## config.mk

```make
export PLATFORM = sky130hd
export DESIGN_NAME = fmag_isqrt
export DESIGN_NICKNAME = d
export VERILOG_FILES = /design/src/hw/rtl/fmag_pkg.sv /design/src/hw/rtl/fmag_isqrt.sv
export SDC_FILE = /design/constraint.sdc
export NUM_CORES = 1
export LEC_CHECK = 0
export BUFFER_PORTS_ARGS = -buffer_cell sky130_fd_sc_hd__buf_2
export CORE_MARGIN = 5
export CORE_UTILIZATION = 45
export CTS_CLUSTER_DIAMETER = 30
export CTS_CLUSTER_SIZE = 25
export DETAILED_ROUTE_END_ITERATION = 16
export HOLD_SLACK_MARGIN = 0.03
export PLACE_DENSITY = 0.67
export SKIP_CTS_REPAIR_TIMING = 1
export SLEW_MARGIN = 20
export SYNTH_ARGS = -nofsm -noshare
export SYNTH_HDL_FRONTEND = slang
export SYNTH_SLANG_ARGS = --single-unit
```

## constraint.sdc

```tcl
create_clock -name i_clk -period 9.4 [get_ports i_clk]
set_input_delay 1.88 -clock i_clk [delete_from_list [all_inputs] [get_ports i_clk]]
set_output_delay 1.88 -clock i_clk [all_outputs]
set_load 0.02 [all_outputs]
```

## src/hw/rtl/fmag_pkg.sv

```systemverilog
package fmag_pkg;

    localparam int MAX_POINTS  = 1024;
    localparam int LOG_MAX     = $clog2(MAX_POINTS);
    localparam int ADDR_W      = LOG_MAX;
    localparam int SAMPLE_BITS = 16;
    localparam int DATA_W      = 32;
    localparam int SIZE_W      = 4;
    localparam int BIN_W       = 10;
    localparam int MAG_W       = 15;
    localparam int LOG_W       = $clog2(LOG_MAX + 1);
    localparam int TWI_W       = LOG_MAX - 1;
    localparam int QS_W        = 31;
    localparam int QTAB_N      = MAX_POINTS / 4 + 1;
    localparam logic [63:0] PI_Q30  = 64'd3373259426;
    localparam logic [63:0] ONE_Q30 = 64'd1073741824;

    typedef enum logic [4:0] {
        ST_IDLE,
        ST_BF_RD,
        ST_BF_CALC,
        ST_WLO,
        ST_M0,
        ST_M1,
        ST_M2,
        ST_M3,
        ST_M4,
        ST_WHI,
        ST_RV_RD,
        ST_RV_W0,
        ST_RV_W1,
        ST_Q0,
        ST_Q1,
        ST_Q2,
        ST_SQRT
    } t_state;

    typedef struct packed {
        logic signed [DATA_W-1:0] c;
        logic signed [DATA_W-1:0] s;
    } t_tw;

    typedef struct packed {
        logic        start;
        logic [63:0] value;
    } t_sqrt_req;

    typedef struct packed {
        logic        done;
        logic [31:0] root;
    } t_sqrt_rsp;

    // sin(2*pi*k/MAX_POINTS) in Q30 by an eleven-term Taylor series
    function automatic logic [QS_W-1:0] quarter_sin(int unsigned k);
        logic [63:0] x;
        logic [63:0] x2;
        logic [63:0] term;
        longint      sum;
        x    = (PI_Q30 * 64'd2 * 64'(k)) / MAX_POINTS;
        x2   = (x * x) >> 30;
        term = x;
        sum  = longint'(x);
        for (int n = 1; n <= 10; n++) begin
            term = ((term * x2) >> 30) / 64'((2 * n) * (2 * n + 1));
            if ((n % 2) == 1) sum = sum - longint'(term);
            else              sum = sum + longint'(term);
        end
        if (sum < 0) sum = 0;
        if (sum > longint'(ONE_Q30)) sum = longint'(ONE_Q30);
        return QS_W'(sum);
    endfunction

    function automatic logic [QTAB_N*QS_W-1:0] build_qsin();
        logic [QTAB_N*QS_W-1:0] r;
        r = '0;
        for (int k = 0; k < QTAB_N; k++) r[k*QS_W +: QS_W] = quarter_sin(k);
        return r;
    endfunction

    localparam logic [QTAB_N*QS_W-1:0] QSIN_TAB = build_qsin();

    function automatic t_tw tw_of(logic [TWI_W-1:0] j);
        logic [TWI_W:0] si;
        logic [TWI_W:0] ci;
        logic           neg;
        t_tw            r;
        if ({1'b0, j} <= (TWI_W+1)'(MAX_POINTS / 4)) begin
            si  = {1'b0, j};
            ci  = (TWI_W+1)'(MAX_POINTS / 4) - {1'b0, j};
            neg = 1'b0;
        end else begin
            si  = (TWI_W+1)'(MAX_POINTS / 2) - {1'b0, j};
            ci  = {1'b0, j} - (TWI_W+1)'(MAX_POINTS / 4);
            neg = 1'b1;
        end
        r.s = $signed({{(DATA_W-QS_W){1'b0}}, QSIN_TAB[si*QS_W +: QS_W]});
        r.c = neg ? -$signed({{(DATA_W-QS_W){1'b0}}, QSIN_TAB[ci*QS_W +: QS_W]})
                  :  $signed({{(DATA_W-QS_W){1'b0}}, QSIN_TAB[ci*QS_W +: QS_W]});
        return r;
    endfunction

endpackage

```

## src/hw/rtl/fmag_isqrt.sv

```systemverilog
module fmag_isqrt (
    input  logic                i_clk,
    input  logic                i_rst_n,
    input  fmag_pkg::t_sqrt_req i_req,
    output fmag_pkg::t_sqrt_rsp o_rsp
);

    logic [63:0] r_v;
    logic [63:0] r_res;
    logic [63:0] r_bit;
    logic [5:0]  r_cnt;
    logic        r_busy;
    logic        r_done;
    logic [63:0] trial;

    assign trial = r_res + r_bit;

    // one result bit per cycle, 32 steps
    always_ff @(posedge i_clk) begin
        if (!i_rst_n) begin
            r_busy <= 1'b0;
            r_done <= 1'b0;
            r_cnt  <= '0;
        end else begin
            r_done <= 1'b0;
            if (i_req.start) begin
                r_v    <= i_req.value;
                r_res  <= '0;
                r_bit  <= 64'd1 << 62;
                r_cnt  <= '0;
                r_busy <= 1'b1;
            end else if (r_busy) begin
                if (r_v >= trial) begin
                    r_v   <= r_v - trial;
                    r_res <= (r_res >> 1) + r_bit;
                end else begin
                    r_res <= r_res >> 1;
                end
                r_bit <= r_bit >> 2;
                r_cnt <= r_cnt + 6'd1;
                if (r_cnt == 6'd31) begin
                    r_busy <= 1'b0;
                    r_done <= 1'b1;
                end
            end
        end
    end

    assign o_rsp.done = r_done;
    assign o_rsp.root = r_res[31:0];

endmodule

```

==> run metrics <==
status=finished clean; GPL Wtd Cong=roughly 0.99; Yosys warnings=0; fin crit period=6820 ps; critical path's top delay family=compound AO/OA/AOI/OAI gates; drt pass-1 iters=6; Max Root-Sink Buffers=2; core area=~34000 µm²; dpl hpwl=about 33 mm; Lkg Pwr=roughly 6.2 nW; Layout area overhead=7.705%; leading post-synthesis cells by cell area=edfxtp_1 31%, ha_1 11%, xnor2_1 5.0%, nand2_1 5.0%, xor2_1 4.9%; ys flop type=edfxtp_1; CP Cell Sequence=ha_1 -> ha_1 -> a21o_1 -> a31oi_1 -> o21ai_0 -> a31o_2 -> a22o_1 -> a21oi_1 -> nor2b_1 -> xnor2_1 -> ha_1 -> nand2_1 -> nor2_1 -> nand3_1 -> a2111oi_1 -> o21ai_1 -> a21oi_1 -> nor3_4 -> buf_4 -> or2_1 -> a21oi_4 -> buf_4; fraction of registers with async set/reset=0%; TritonCTS clock tree=yes; Top Ports=100; syn_nets=1999; CTS clk-pin slew, worst paths=70 ps; number of diodes=0; fill count=about 3.2k; Crit Path Max Fanout=between 60 and 70; first-pass GRT wire length=68.08 mm; post-synth top area share=between 30% and 40%; syn avg cell area=approximately 8.5 µm²; arrival time worst endpoint=between 6000 and 7000 ps; largest net degree at the start of global routing=between 90 and 100; via count=about 14k; DRT iter0 DRCs=about 1.0k; ANT nets after route=0; worst rel slew slack=27.74%; vias in the first global route=~13k; storage element area=between 4000 and 5000 µm²; Die Y-Extent=slightly below 200 µm; Root Buffer=clkbuf_16; CP max stage cell=buf_4; fin crit share=between 70% and 80%; worst-skew pair later-pin latency=450 ps; Setup TNS=0 ps; Post-Synth XOR/XNOR Area=about a tenth; grt total ovfl=0; CTS H-tree depth=4; Distinct cells, synth=70; Seq/Total Area, Yosys=32.32%; share of cells above drive strength 1=9.440%; worst hold path type=reg2reg; WL final=42.91 mm; synthesized cell area=around 15000 µm²; Setup CP Type=reg2reg; Multi-input gate area=about 10000 µm²; #FFs+latches synth=approximately 170; Die Area=37930 µm²; initial antenna violation count=0; critical path startpoint category=flop; die span in x=194.8 µm; Hold Fails Final Rpt=0; Cells after DPL=between 2k and 2.5k; fin. max-slew vios=0; FF-to-FF Start=r_res[0]$_SDFFCE_PP0P_; crit-path most repeated cell=ha_1; Buf+Inv Stages, Crit Path=2; CTS sink cnt=~170; Synth Area in Compound Gates=between 20% and 30%; Worst Skew=11.86 ps; most frequent cells in the layout=205 x nand2_1, 160 x edfxtp_1, 142 x o21ai_0; multiplexer share of the synthesized area=less than 1%; worst hold start=r_cnt[5]$_SDFFE_PP0P_; Adder-Cell Fraction of Synth Area=10.80%; most common cell after layout, fill and taps aside=nand2_1; Synth Instances=1800; Final #Nets=2008; port bufs=between 90 and 100; Max Cap Violations=0; GRT Util Overall=between 20% and 30%; Power Density=~220 nW/µm²; number of CTS-inserted buffers=17; Worst setup startpoint=r_res[0]$_SDFFCE_PP0P_; Power, Total=between 0.003 and 0.004 W; routed len/inst=18.90 µm; VDD IR max=approximately 0.16 mV; WP data required=~9500 ps; # DRC=0; fin cells=about 2.3k; Crit. End Element=flop; final setup violation count=0; row cnt=67; simple-gate area share of the yosys netlist=18.93%; Max Clk Rate=0.1466 GHz; cell taking the most area after synthesis=edfxtp_1; count of flip-flops with a built-in enable after synthesis=160; via/cell ratio=6.035; Largest stage delay, worst path=just under 700 ps; largest family of logic cells by synthesized area=compound AO/OA/AOI/OAI gates; RSZ-0062 raised after global routing=no; Tightest Pin Transition=1084 ps; Starting Density=between 40% and 50%
## Yosys cell counts, drive strengths merged (8+ instances only)
cell type,instances
o31ai,15
nand2b,8
nor3b,8
nand3,33
nor2,142
nor2b,56
o21a,12
a211oi,43
xor2,86
inv,37
o21bai,30
a31oi,57
nor3,43
nand2,205
dfxtp,8
ha,131
or2,8
a2111oi,9
or3,10
o21ai,160
and3,16
clkbuf,73
and2,17
a21oi,125
xnor2,88
buf,43
nand4,48
a21o,46
a31o,10
edfxtp,160
## tightest hold or removal path: cells and delay by family (launching register included)
family | cells | cell delay [ps]
flops | 1 | 330
compound gates | 2 | 130
## final cells by class
type | instances | area share [%]
well taps | 448 | 3.388
clock buffers | 20 | 2.639
clock inverters | 12 | 1.051
multi-input cells | 1478 | 58.70
flip-flops and latches | 168 | 30.01
inverters | 38 | 0.8696
repair buffers | 106 | 3.350
## metrics by stage
step	utilization [%]	hold WS, ps	setup WS (ps)	instance area [µm²]
after global routing	49.22	518.0	2203	16550
final	49.22	505.0	2580	16550
after detailed placement	47.40	498.3	2761	15940
after global placement	47.40	474.8	2920	15940
after floorplan	-	458.5	1327	15360
after CTS	49.22	507.6	2718	16550
## report_power, final
part           switching [W]  leakage, nW  internal [W]
Combinational        0.00116         4.30      0.000715
Clock               0.000313        0.290      0.000445
Sequential          0.000107         1.61      0.000977
## layer usage
layer / track usage (%) / routed length, µm / up-vias
met5: 0 / 0 / -
met4: 8.301 / 1474 / 0
met3: 3.636 / 1934 / 86
met2: 38.08 / 21110 / 386
met1: 27.13 / 18390 / 6578
li1: - / - / 6649
## state kept, by name, indices dropped and copies added (netlist names)
signal  count
r_done      1
r_cnt       6
r_busy      1
r_res      64
r_v        64
r_bit      32
## kinds of logic (layout without fill, tap and decap cells)
| logic type | after synthesis | after routing |
|---|---|---|
| AND/OR/NAND/NOR | 610 | 610 |
| AO/OA/AOI/OAI | 555 | 555 |
| multiplexers | 7 | 7 |
| adder cells (fa/ha/maj) | 132 | 132 |
| XOR/XNOR | 174 | 174 |
| flip-flops | 168 | 168 |
| buffers and inverters | 154 | 176 |
## path summary, 6_finish.rpt
path / end / slack (ps) / cells past startpoint
setup / recovery: r_v[9]$_DFFE_PP_ / 2580 / 22
hold / removal: r_cnt[5]$_SDFFE_PP0P_ / 500 / 2
setup reg to reg: r_v[9]$_DFFE_PP_ / 2580 / 22
hold reg to reg: r_cnt[5]$_SDFFE_PP0P_ / 500 / 2
Note: power is estimated with default switching activity, not from simulation.
